--- config.mk ---
export PLATFORM = sky130hd
export DESIGN_NAME = running_median_filter_1d_flat
export DESIGN_NICKNAME = d
export VERILOG_FILES = /design/src/design/rmf_pkg.sv /design/src/design/rmf_if.sv /design/src/design/rmf_sort_cell.sv /design/src/design/rmf_sort_chain.sv /design/src/design/rmf_addr_gen.sv /design/src/design/running_median_filter_1d.sv /design/src/flat_wrapper.sv
export SDC_FILE = /design/constraint.sdc
export NUM_CORES = 2
export LEC_CHECK = 0
export BUFFER_PORTS_ARGS = -buffer_cell sky130_fd_sc_hd__buf_4
export CAP_MARGIN = 10
export CORE_MARGIN = 2
export CORE_UTILIZATION = 60
export CTS_CLUSTER_DIAMETER = 30
export DETAILED_ROUTE_END_ITERATION = 16
export PLACE_DENSITY = 0.76
export SLEW_MARGIN = 20
export SYNTH_ARGS = -nofsm -noshare
export SYNTH_HDL_FRONTEND = slang
export SYNTH_SLANG_ARGS = --single-unit
--- constraint.sdc ---
create_clock -name clk -period 9.12 [get_ports clk]
set_clock_uncertainty 0.2 [all_clocks]
set_input_delay 0.456 -clock clk [delete_from_list [all_inputs] [get_ports clk]]
set_output_delay 0.456 -clock clk [all_outputs]
set_load 0.03 [all_outputs]
--- src/design/rmf_pkg.sv ---
`default_nettype none

package rmf_pkg;

	localparam int unsigned MAX_WINDOW_DEF  = 31;
	localparam int unsigned SAMPLE_BITS_DEF = 16;

	localparam int POS_BITS      = 16;
	localparam int K_BITS        = POS_BITS + 3;
	localparam int WIDTH_BITS    = 5;
	localparam int CFG_DATA_BITS = 16;
	localparam int CFG_IDX_BITS  = 1;
	localparam int MAX_OUT       = 16;

	localparam logic [CFG_IDX_BITS-1:0] REG_WINDOW_WIDTH = 1'd0;
	localparam logic [CFG_IDX_BITS-1:0] REG_LINE_LENGTH  = 1'd1;

	localparam logic [WIDTH_BITS-1:0] WINDOW_WIDTH_RESET = 5'd3;
	localparam logic [POS_BITS-1:0]   LINE_LENGTH_RESET  = 16'd256;

	typedef struct packed {
		logic valid;
		logic clear;
	} rmf_ins_ctl_t;

	typedef struct packed {
		logic [POS_BITS-1:0] pos;
		logic [POS_BITS-1:0] oldest;
	} rmf_line_ctx_t;

endpackage

`default_nettype wire

--- src/design/rmf_if.sv ---
`default_nettype none

interface rmf_sample_if #(
	parameter int unsigned SAMPLE_BITS = rmf_pkg::SAMPLE_BITS_DEF
);
	logic                          valid;
	logic                          ready;
	logic signed [SAMPLE_BITS-1:0] sample;

	modport source(output valid, output sample, input ready);
	modport sink(input valid, input sample, output ready);
endinterface

interface rmf_median_if #(
	parameter int unsigned SAMPLE_BITS = rmf_pkg::SAMPLE_BITS_DEF
);
	logic                          valid;
	logic                          ready;
	logic signed [SAMPLE_BITS-1:0] median;
	logic                          end_of_line;

	modport source(output valid, output median, output end_of_line, input ready);
	modport sink(input valid, input median, input end_of_line, output ready);
endinterface

`default_nettype wire

--- src/design/rmf_sort_cell.sv ---
`default_nettype none

module rmf_sort_cell #(
	parameter int unsigned SAMPLE_BITS = rmf_pkg::SAMPLE_BITS_DEF
) (
	input  wire logic                          clk,
	input  wire logic                          arst_n,
	input  wire logic                          ins,
	input  wire logic                          clr,
	input  wire logic signed [SAMPLE_BITS-1:0] data,
	input  wire logic signed [SAMPLE_BITS-1:0] left_q,
	input  wire logic                          left_valid,
	input  wire logic                          left_b,
	output logic signed [SAMPLE_BITS-1:0]      q,
	output logic                               valid,
	output logic                               b
);

	logic signed [SAMPLE_BITS-1:0] q_q;
	logic                          val_q;
	logic                          valid_eff;
	logic                          b_o;

	// A cell moves when the new value belongs at or before it; it then takes
	// either its left neighbor or, at the insertion point, the new value.
	always_comb begin
		valid_eff = val_q & ~clr;
		b_o       = ~valid_eff | (q_q > data);
	end

	always_ff @(posedge clk or negedge arst_n) begin
		if (!arst_n) begin
			val_q <= 1'b0;
		end else if (ins && b_o) begin
			val_q <= left_b ? left_valid : 1'b1;
		end
	end

	always_ff @(posedge clk) begin
		if (ins && b_o) begin
			q_q <= left_b ? left_q : data;
		end
	end

	assign q     = q_q;
	assign valid = valid_eff;
	assign b     = b_o;

endmodule

`default_nettype wire

--- src/design/rmf_sort_chain.sv ---
`default_nettype none

module rmf_sort_chain #(
	parameter int unsigned NCELL       = 31,
	parameter int unsigned SAMPLE_BITS = rmf_pkg::SAMPLE_BITS_DEF
) (
	input  wire logic                          clk,
	input  wire logic                          arst_n,
	input  wire rmf_pkg::rmf_ins_ctl_t         ctl,
	input  wire logic signed [SAMPLE_BITS-1:0] data,
	input  wire logic [$clog2(NCELL)-1:0]      mid,
	output logic signed [SAMPLE_BITS-1:0]      median
);

	logic signed [SAMPLE_BITS-1:0] cq [NCELL];
	logic                          cv [NCELL];
	logic                          cb [NCELL];

	for (genvar i = 0; i < NCELL; i++) begin : g_cell
		if (i == 0) begin : g_head
			rmf_sort_cell #(.SAMPLE_BITS(SAMPLE_BITS)) u_cell (
				.clk       (clk),
				.arst_n    (arst_n),
				.ins       (ctl.valid),
				.clr       (ctl.clear),
				.data      (data),
				.left_q    ('0),
				.left_valid(1'b0),
				.left_b    (1'b0),
				.q         (cq[i]),
				.valid     (cv[i]),
				.b         (cb[i])
			);
		end else begin : g_body
			rmf_sort_cell #(.SAMPLE_BITS(SAMPLE_BITS)) u_cell (
				.clk       (clk),
				.arst_n    (arst_n),
				.ins       (ctl.valid),
				.clr       (ctl.clear),
				.data      (data),
				.left_q    (cq[i-1]),
				.left_valid(cv[i-1]),
				.left_b    (cb[i-1]),
				.q         (cq[i]),
				.valid     (cv[i]),
				.b         (cb[i])
			);
		end
	end

	assign median = cq[mid];

endmodule

`default_nettype wire

--- src/design/rmf_addr_gen.sv ---
`default_nettype none

module rmf_addr_gen #(
	parameter int unsigned MAX_WINDOW = rmf_pkg::MAX_WINDOW_DEF
) (
	input  wire logic                               clk,
	input  wire logic                               arst_n,
	input  wire logic signed [rmf_pkg::K_BITS-1:0]  k,
	input  wire rmf_pkg::rmf_ins_ctl_t              ctl,
	input  wire rmf_pkg::rmf_line_ctx_t             ctx,
	input  wire logic [$clog2(MAX_WINDOW)-1:0]      wp,
	output logic [$clog2(MAX_WINDOW)-1:0]           addr,
	output rmf_pkg::rmf_ins_ctl_t                   ctl_out,
	output logic                                    busy
);

	localparam int AW = $clog2(MAX_WINDOW);
	localparam int KB = rmf_pkg::K_BITS;

	logic signed [KB-1:0] pos_s;
	logic signed [KB-1:0] old_s;
	logic signed [KB-1:0] n2m1;
	logic signed [KB-1:0] kl;
	logic signed [KB-1:0] km;
	logic signed [KB-1:0] km_s1;
	logic signed [KB-1:0] kc1;
	logic signed [KB-1:0] kc;
	logic [AW-1:0]        d;
	logic [AW:0]          t;
	logic [AW-1:0]        addr_n;
	logic [AW-1:0]        addr_s2;

	rmf_pkg::rmf_ins_ctl_t ctl_s1;
	rmf_pkg::rmf_ins_ctl_t ctl_s2;

	// First stage: mirror about the start and about the end of the line.
	always_comb begin
		pos_s = signed'(KB'(ctx.pos));
		old_s = signed'(KB'(ctx.oldest));
		n2m1  = signed'(KB'({ctx.pos, 1'b1}));
		kl    = k[KB-1] ? ~k : k;
		km    = (kl > pos_s) ? (n2m1 - kl) : kl;
	end

	// Second stage: clamp into the part of the line that the history holds,
	// then turn the distance from the newest sample into a ring slot.
	always_comb begin
		kc1 = (km_s1 > pos_s) ? pos_s : km_s1;
		kc  = (kc1 < old_s) ? old_s : kc1;
		d   = ctx.pos[AW-1:0] - kc[AW-1:0];
		t   = {1'b0, wp} - {1'b0, d};
		if (t[AW]) begin
			addr_n = AW'(t + (AW+1)'(MAX_WINDOW));
		end else begin
			addr_n = t[AW-1:0];
		end
	end

	always_ff @(posedge clk or negedge arst_n) begin
		if (!arst_n) begin
			ctl_s1 <= '0;
			ctl_s2 <= '0;
		end else begin
			ctl_s1 <= ctl;
			ctl_s2 <= ctl_s1;
		end
	end

	always_ff @(posedge clk) begin
		km_s1   <= km;
		addr_s2 <= addr_n;
	end

	assign addr    = addr_s2;
	assign ctl_out = ctl_s2;
	assign busy    = ctl_s1.valid | ctl_s2.valid;

endmodule

`default_nettype wire

--- src/design/running_median_filter_1d.sv ---
// Running median over a line of signed samples.
// Samples enter one per beat on the samples channel; medians leave on the
// medians channel, one beat per line position, the last of a line marked by
// end_of_line. Outputs lag the input by half a window; the beat that carries
// the final sample of a line releases every median still owed.
// Each median is built by streaming the window's samples out of the
// history memory into a chain of sorting cells, one sample per cycle,
// through the address generator's mirror and clamp stages and the memory
// read; the median is then loaded into the output register.
// A sample that releases no median leaves the block idle; one that
// releases medians, such as the final sample of a line, blocks the input
// until the last of them is loaded into the output register.
// The output register holds one median; while the receiver stalls, the
// next median waits in the sorting chain and the input stays blocked, but
// a new sample is taken once the last median of a beat sits in the register.
// Reset clears the line position and output valid and restores a window of
// three and a line length of 256. The user must write configuration through
// cfg_wr_en, cfg_index and cfg_data while idle; the block never checks it.
`default_nettype none

module running_median_filter_1d #(
	parameter int unsigned MAX_WINDOW  = rmf_pkg::MAX_WINDOW_DEF,
	parameter int unsigned SAMPLE_BITS = rmf_pkg::SAMPLE_BITS_DEF
) (
	input  wire logic                                clk,
	input  wire logic                                arst_n,
	rmf_sample_if.sink                               samples,
	rmf_median_if.source                             medians,
	input  wire logic                                cfg_wr_en,
	input  wire logic [rmf_pkg::CFG_IDX_BITS-1:0]    cfg_index,
	input  wire logic [rmf_pkg::CFG_DATA_BITS-1:0]   cfg_data
);

	localparam int AW      = $clog2(MAX_WINDOW);
	localparam int MID_CAP = (MAX_WINDOW - 1) / 2;
	localparam int NCELL   = 2 * MID_CAP + 1;
	localparam int CIW     = $clog2(NCELL);
	localparam int KB      = rmf_pkg::K_BITS;
	localparam int PB      = rmf_pkg::POS_BITS;
	localparam int WB      = rmf_pkg::WIDTH_BITS;

	localparam logic [1:0] S_IDLE  = 2'd0;
	localparam logic [1:0] S_ISSUE = 2'd1;
	localparam logic [1:0] S_DRAIN = 2'd2;

	logic [1:0]           state_q;
	logic [WB-1:0]        cfg_width_q;
	logic [PB-1:0]        cfg_len_q;
	logic [PB-1:0]        pos_q;
	logic [PB-1:0]        c_q;
	logic [PB-1:0]        oldest_q;
	logic [PB-1:0]        oc_q;
	logic [PB-1:0]        last_q;
	logic                 end_q;
	logic [AW-1:0]        wptr_q;
	logic signed [KB-1:0] k_q;
	logic [CIW:0]         ic_q;
	logic                 ov_q;
	logic signed [SAMPLE_BITS-1:0] med_q;
	logic                 eol_q;

	logic signed [SAMPLE_BITS-1:0] hist_mem [MAX_WINDOW];
	logic signed [SAMPLE_BITS-1:0] rd_s3;
	rmf_pkg::rmf_ins_ctl_t         ctl_s3;

	logic [WB-1:0]   mid_raw;
	logic [CIW-1:0]  mid;
	logic            accept;
	logic [PB:0]     n17;
	logic [PB-1:0]   len_eff;
	logic            is_end;
	logic            has_out;
	logic [PB:0]     start_end;
	logic [PB-1:0]   oc_end;
	logic [PB-1:0]   oc_start;
	logic [AW-1:0]   wptr_inc;
	logic            pipe_busy;
	logic            load_out;
	logic            last_pos;
	logic [PB-1:0]   oc_next;

	rmf_pkg::rmf_ins_ctl_t  iss_ctl;
	rmf_pkg::rmf_ins_ctl_t  ctl_s2;
	rmf_pkg::rmf_line_ctx_t ctx;
	logic [AW-1:0]          addr_s2;
	logic signed [SAMPLE_BITS-1:0] median_c;

	always_comb begin
		mid_raw = (cfg_width_q == '0) ? '0 : ((cfg_width_q - 1'b1) >> 1);
		if (8'(mid_raw) > 8'(MID_CAP)) begin
			mid = CIW'(MID_CAP);
		end else begin
			mid = CIW'(mid_raw);
		end
	end

	always_comb begin
		accept    = samples.valid && (state_q == S_IDLE);
		n17       = (PB+1)'(pos_q) + 1'b1;
		len_eff   = (cfg_len_q == '0) ? PB'(1) : cfg_len_q;
		is_end    = n17 >= (PB+1)'(len_eff);
		has_out   = ((PB+1)'(c_q) + (PB+1)'(mid)) <= (PB+1)'(pos_q);
		start_end = (n17 > (PB+1)'(rmf_pkg::MAX_OUT)) ?
		            (n17 - (PB+1)'(rmf_pkg::MAX_OUT)) : '0;
		oc_end    = (start_end[PB-1:0] > c_q) ? start_end[PB-1:0] : c_q;
		oc_start  = is_end ? oc_end : c_q;
		wptr_inc  = (wptr_q == AW'(MAX_WINDOW - 1)) ? '0 : (wptr_q + 1'b1);
		iss_ctl.valid = (state_q == S_ISSUE);
		iss_ctl.clear = (ic_q == '0);
		ctx.pos    = pos_q;
		ctx.oldest = oldest_q;
		load_out  = (state_q == S_DRAIN) && !pipe_busy && !ctl_s3.valid &&
		            (!ov_q || medians.ready);
		last_pos  = (oc_q == last_q);
		oc_next   = oc_q + 1'b1;
	end

	always_ff @(posedge clk or negedge arst_n) begin
		if (!arst_n) begin
			cfg_width_q <= rmf_pkg::WINDOW_WIDTH_RESET;
			cfg_len_q   <= rmf_pkg::LINE_LENGTH_RESET;
		end else if (cfg_wr_en) begin
			case (cfg_index)
				rmf_pkg::REG_WINDOW_WIDTH: cfg_width_q <= cfg_data[WB-1:0];
				rmf_pkg::REG_LINE_LENGTH:  cfg_len_q   <= cfg_data[PB-1:0];
				default: ;
			endcase
		end
	end

	always_ff @(posedge clk or negedge arst_n) begin
		if (!arst_n) begin
			state_q <= S_IDLE;
			pos_q   <= '0;
			c_q     <= '0;
			wptr_q  <= '0;
			ov_q    <= 1'b0;
			ctl_s3  <= '0;
		end else begin
			ctl_s3 <= ctl_s2;
			if (load_out) begin
				ov_q <= 1'b1;
			end else if (medians.ready) begin
				ov_q <= 1'b0;
			end
			case (state_q)
				S_IDLE: begin
					if (accept) begin
						if (is_end || has_out) begin
							state_q <= S_ISSUE;
						end else begin
							pos_q  <= n17[PB-1:0];
							wptr_q <= wptr_inc;
						end
					end
				end
				S_ISSUE: begin
					if (ic_q == {mid, 1'b0}) begin
						state_q <= S_DRAIN;
					end
				end
				S_DRAIN: begin
					if (load_out) begin
						if (last_pos) begin
							state_q <= S_IDLE;
							if (end_q) begin
								pos_q  <= '0;
								c_q    <= '0;
								wptr_q <= '0;
							end else begin
								pos_q  <= n17[PB-1:0];
								c_q    <= c_q + 1'b1;
								wptr_q <= wptr_inc;
							end
						end else begin
							state_q <= S_ISSUE;
						end
					end
				end
				default: state_q <= S_IDLE;
			endcase
		end
	end

	always_ff @(posedge clk) begin
		if (accept) begin
			oldest_q <= (pos_q >= PB'(MAX_WINDOW - 1)) ? (pos_q - PB'(MAX_WINDOW - 1)) : '0;
			oc_q     <= oc_start;
			last_q   <= is_end ? pos_q : c_q;
			end_q    <= is_end;
			k_q      <= signed'(KB'(oc_start)) - signed'(KB'(mid));
			ic_q     <= '0;
		end else if (state_q == S_ISSUE) begin
			k_q  <= k_q + 1'b1;
			ic_q <= ic_q + 1'b1;
		end else if (load_out && !last_pos) begin
			oc_q <= oc_next;
			k_q  <= signed'(KB'(oc_next)) - signed'(KB'(mid));
			ic_q <= '0;
		end
		if (load_out) begin
			med_q <= median_c;
			eol_q <= end_q && last_pos;
		end
	end

	always_ff @(posedge clk) begin
		if (accept) begin
			hist_mem[wptr_q] <= samples.sample;
		end
		if (ctl_s2.valid) begin
			rd_s3 <= hist_mem[addr_s2];
		end
	end

	rmf_addr_gen #(.MAX_WINDOW(MAX_WINDOW)) u_addr_gen (
		.clk    (clk),
		.arst_n (arst_n),
		.k      (k_q),
		.ctl    (iss_ctl),
		.ctx    (ctx),
		.wp     (wptr_q),
		.addr   (addr_s2),
		.ctl_out(ctl_s2),
		.busy   (pipe_busy)
	);

	rmf_sort_chain #(.NCELL(NCELL), .SAMPLE_BITS(SAMPLE_BITS)) u_sort_chain (
		.clk   (clk),
		.arst_n(arst_n),
		.ctl   (ctl_s3),
		.data  (rd_s3),
		.mid   (mid),
		.median(median_c)
	);

	assign samples.ready       = (state_q == S_IDLE);
	assign medians.valid       = ov_q;
	assign medians.median      = med_q;
	assign medians.end_of_line = eol_q;

`ifndef SYNTHESIS
	a_idle_pipe_empty: assert property (@(posedge clk) disable iff (!arst_n)
		(state_q == S_IDLE) |-> !(pipe_busy || ctl_s3.valid))
		else $error("window pipeline active while idle");

	a_no_overwrite: assert property (@(posedge clk) disable iff (!arst_n)
		load_out |-> (!ov_q || medians.ready))
		else $error("median register overwritten before its beat");

	a_issue_bound: assert property (@(posedge clk) disable iff (!arst_n)
		(state_q == S_ISSUE) |-> (ic_q <= {mid, 1'b0}))
		else $error("more window samples issued than the window holds");

	a_line_restart: assert property (@(posedge clk) disable iff (!arst_n)
		(load_out && end_q && last_pos) |=> (pos_q == '0 && c_q == '0 && wptr_q == '0))
		else $error("line position not cleared after the final median");
`endif

endmodule

`default_nettype wire

--- src/flat_wrapper.sv ---
// flat-port wrapper written by rule: the top's interface ports become plain ports
module running_median_filter_1d_flat 
#(
	parameter int unsigned MAX_WINDOW  = rmf_pkg::MAX_WINDOW_DEF,
	parameter int unsigned SAMPLE_BITS = rmf_pkg::SAMPLE_BITS_DEF
)
  (clk, arst_n, cfg_wr_en, cfg_index, cfg_data, samples_valid, samples_sample, samples_ready, medians_valid, medians_median, medians_end_of_line, medians_ready);
  rmf_sample_if #(.SAMPLE_BITS(SAMPLE_BITS)) samples_i ();
  rmf_median_if #(.SAMPLE_BITS(SAMPLE_BITS)) medians_i ();
  input  wire logic clk;
  input  wire logic arst_n;
  input  wire logic cfg_wr_en;
  input  wire logic [rmf_pkg::CFG_IDX_BITS-1:0] cfg_index;
  input  wire logic [rmf_pkg::CFG_DATA_BITS-1:0] cfg_data;
  input wire logic [$bits(samples_i.valid)-1:0] samples_valid;
  input wire logic [$bits(samples_i.sample)-1:0] samples_sample;
  output wire logic [$bits(samples_i.ready)-1:0] samples_ready;
  output wire logic [$bits(medians_i.valid)-1:0] medians_valid;
  output wire logic [$bits(medians_i.median)-1:0] medians_median;
  output wire logic [$bits(medians_i.end_of_line)-1:0] medians_end_of_line;
  input wire logic [$bits(medians_i.ready)-1:0] medians_ready;
  assign samples_i.valid = samples_valid;
  assign samples_i.sample = samples_sample;
  assign samples_ready = samples_i.ready;
  assign medians_valid = medians_i.valid;
  assign medians_median = medians_i.median;
  assign medians_end_of_line = medians_i.end_of_line;
  assign medians_i.ready = medians_ready;
  running_median_filter_1d #(.MAX_WINDOW(MAX_WINDOW), .SAMPLE_BITS(SAMPLE_BITS)) u_core (.clk(clk), .arst_n(arst_n), .samples(samples_i), .medians(medians_i), .cfg_wr_en(cfg_wr_en), .cfg_index(cfg_index), .cfg_data(cfg_data));
endmodule
==> run metrics <==
fmax 0.124 GHz; total grt overflow 0; area grow syn2layout 17.6%; ranking of synthesized cells by area edfxtp_1 49%, ha_1 9.6%, mux4_2 7.5%, mux2_2 6.0%, dfrtp_1 3.8%; clk slew on worst S/H paths 0.05 ns; largest net degree at the start of global routing 95; routed len/inst 26.9 um; critical setup path kind flip-flop to flip-flop; Final period util 88.6%; Crit. End Element flip-flop; register area share after synthesis 53.7%; FP Rows 108; Max Cap Viol 0; Power Density 351 nW/um^2; Post-synth ARST share 8.59%; CP arrival 8.36 ns; RSZ-0062 raised after global routing no; Slew Limit Fails 0; minimum clock period 8.08 ns; Max Buffers Root-to-Sink 3; first-pass GRT wire length 223000 um; dpl cells 5043; clk sink count 966; Starting Density 60.7%; Place WS 1.38 ns; # diodes 0; Routed Antenna Nets 0; R2R cell count 24; gpl congestion 0.983; Final Hold Fails 0; sequential cell area 28300 um^2; post-CTS resize count 0; synthesized flop and latch total 966; H-tree Lvls 4; CP endpoint u_core.k_q[14]; Iter 0 DRT Violations 3796; Clock Latency Late Sink 0.80 ns; critical path startpoint u_core.pos_q[4]; Post-Syn Area 52700 um^2; CP startpoint kind flip-flop; Worst EP required 9.40 ns; EDFF count, synth 853; Slew headroom 21.2%; Final Net Count 4569; WHS 0.0333 ns; first-pass detailed-route iteration total 6; Num CTS Buffers 191; Yosys top cell by area edfxtp_1; die area 90200 um^2; share of cells above drive strength 1 23.4%; worst reg2reg startpoint u_core.pos_q[4]; Via Count 35800; # fillers 5546; worst vdd ir 0.271 mV; worst r2r dst u_core.k_q[14]; Finished Layout Cells 5446; boundary pin count 57; number of global-route vias before repair 36500; R2R Setup Slk 1.04 ns; Slew @ Worst Pin 1.18 ns; Unique masters post-synth 89; Pleak 23.1 nW; area occupied by multi-input gates 23200 um^2; Global Route Usage Sum 32.9%; status completed; I/O Buffers 56; CTS tree built; Setup TNS 0 ns; DRC errors left 0; Post-DP HPWL 93300 um; Core ar. 86900 um^2; setup bufs post-CTS 0; Post-Route WL 146000 um; syn_area_per_cell 13.4 um^2; syn_nets 4378; ys flop type edfxtp_1; die height 300 um; Via density 6.57; die width 300 um; CTS Root Cell clkbuf_16; synthesized instance count 3930; Synth top area share 48.6%; setup ws final 1.04 ns; Synth Warn # 0; Core Util, Final 71.3%; Max Fanout on Critical Path 14; Hold/Removal Path Class input pin to asynchronous set/reset pin; initial antenna violation count 3; final setup vio count 0
==> critical path, cell delays in order, from the launching register on <==
cell	delay [ns]
dfrtp_1	0.70
clkinv_1	0.53
xnor2_1	0.81
ha_1	0.27
and3_1	0.16
a31oi_1	0.14
nor4_4	0.81
a21oi_1	0.18
ha_1	0.40
nand4_1	0.10
or4_1	0.54
o221ai_1	0.25
o21a_1	0.20
nand2_1	0.21
buf_4	0.28
a21oi_1	0.25
ha_1	0.23
fa_1	0.23
nor2b_1	0.06
o21ai_0	0.17
nand2b_1	0.14
a211o_1	0.32
nor4b_2	0.32
xor2_1	0.19
a21oi_1	0.09
==> worst min path at each step <==
stage | end | depth (start not counted) | from
detailed placement | u_core.u_addr_gen.ctl_out[0] | 0 | u_core.u_addr_gen.ctl_s1[0]
global placement | u_core.u_addr_gen.ctl_out[0] | 0 | u_core.u_addr_gen.ctl_s1[0]
global route | u_core.wptr_q[4] | 2 | arst_n
CTS | u_core.wptr_q[4] | 2 | arst_n
finish | u_core.ctl_s3[1] | 2 | arst_n
floorplan | u_core.c_q[0] | 0 | arst_n
==> per-layer routing <==
metal	up-vias	GRT usage, %	wire length (um)
li1	15700	-	-
met4	6	12.8	4910
met3	331	6.02	12000
met5	-	0	41
met1	17900	43.5	57800
met2	1774	54.3	71400
==> metrics by stage <==
stage / power (mW) / area (um^2)
after floorplan: 11.9 / 52700
after global placement: 14.0 / 54700
after detailed placement: 14.2 / 54700
after CTS: 21.7 / 61900
after global routing: 22.8 / 62000
final: 21.8 / 62000
==> power by group <==
part	leakage (nW)	switching (mW)	internal, mW
clock	3.24	2.55	4.80
combinational	10.8	4.27	3.37
sequential	8.99	0.956	5.82
total	23.1	7.78	14.0
==> sequential cells by signal (all words and copies together), names as in the netlist, 19 cells and up <==
name and count:
u_core.k_q 19, u_core.hist_mem 496, u_core.u_addr_gen.km_s1 19, u_core.u_sort_chain.g_cell.g_body.u_cell.q 240
==> layout by cell type, fill, tap and decap left out, drive strengths merged, types with 21 or more instances in the layout <==
cell	n
mux4	176
nor3	42
o221ai	36
nor2	182
xnor2	133
nand4	85
edfxtp	853
a211oi	28
clkinvlp	28
nand2	175
o211ai	58
dfrtp	80
inv	192
o21ai	201
o22ai	36
nand3	86
a21o	66
buf	138
xor2	42
ha	404
mux2	283
a21oi	140
mux2i	53
dlygate4sd3	40
bufinv	30
dfxtp	30
and3	21
nor4	31
clkbuf	220
clkinv	74
o21a	61
nor2b	63
nand2b	30
==> layout make-up <==
type	count	share of cell area (%)
clock inverter	143	3.04
tap	1155	2.33
clock buffer	220	8.00
multi-input combinational	2603	37.5
inverter	181	1.10
sequential	966	45.7
timing repair buffer	178	2.34
==> synth_stat cells, types with 61 or more instances <==
library cell  number
edfxtp_1         853
ha_1             404
mux2_2           283
o21ai_0          197
nor2_1           182
mux4_2           176
nand2_1          175
inv_1            171
a21oi_1          140
clkbuf_1         136
xnor2_1          133
nand3_1           85
nand4_1           83
dfrtp_1           80
a21o_1            66
nor2b_1           63
o21a_1            61
==> timing repair <==
item / in CTS / in global routing
hold buffers: 40 / 0
hold endpoints to repair: 553 / 0
endpoints found under the setup margin: 0 / 0
==> logic make-up after synthesis <==
kind of cell               share of synthesized area (%)
buffers and inverters                               2.63
adders and majority gates                           9.82
DFF                                                 53.7
and+or+nand+nor                                     7.66
muxes                                               14.6
xor gates and xnor gates                            2.91
AOI/OAI and AO/OA                                   8.73
Note: power is estimated with default switching activity, not from simulation.
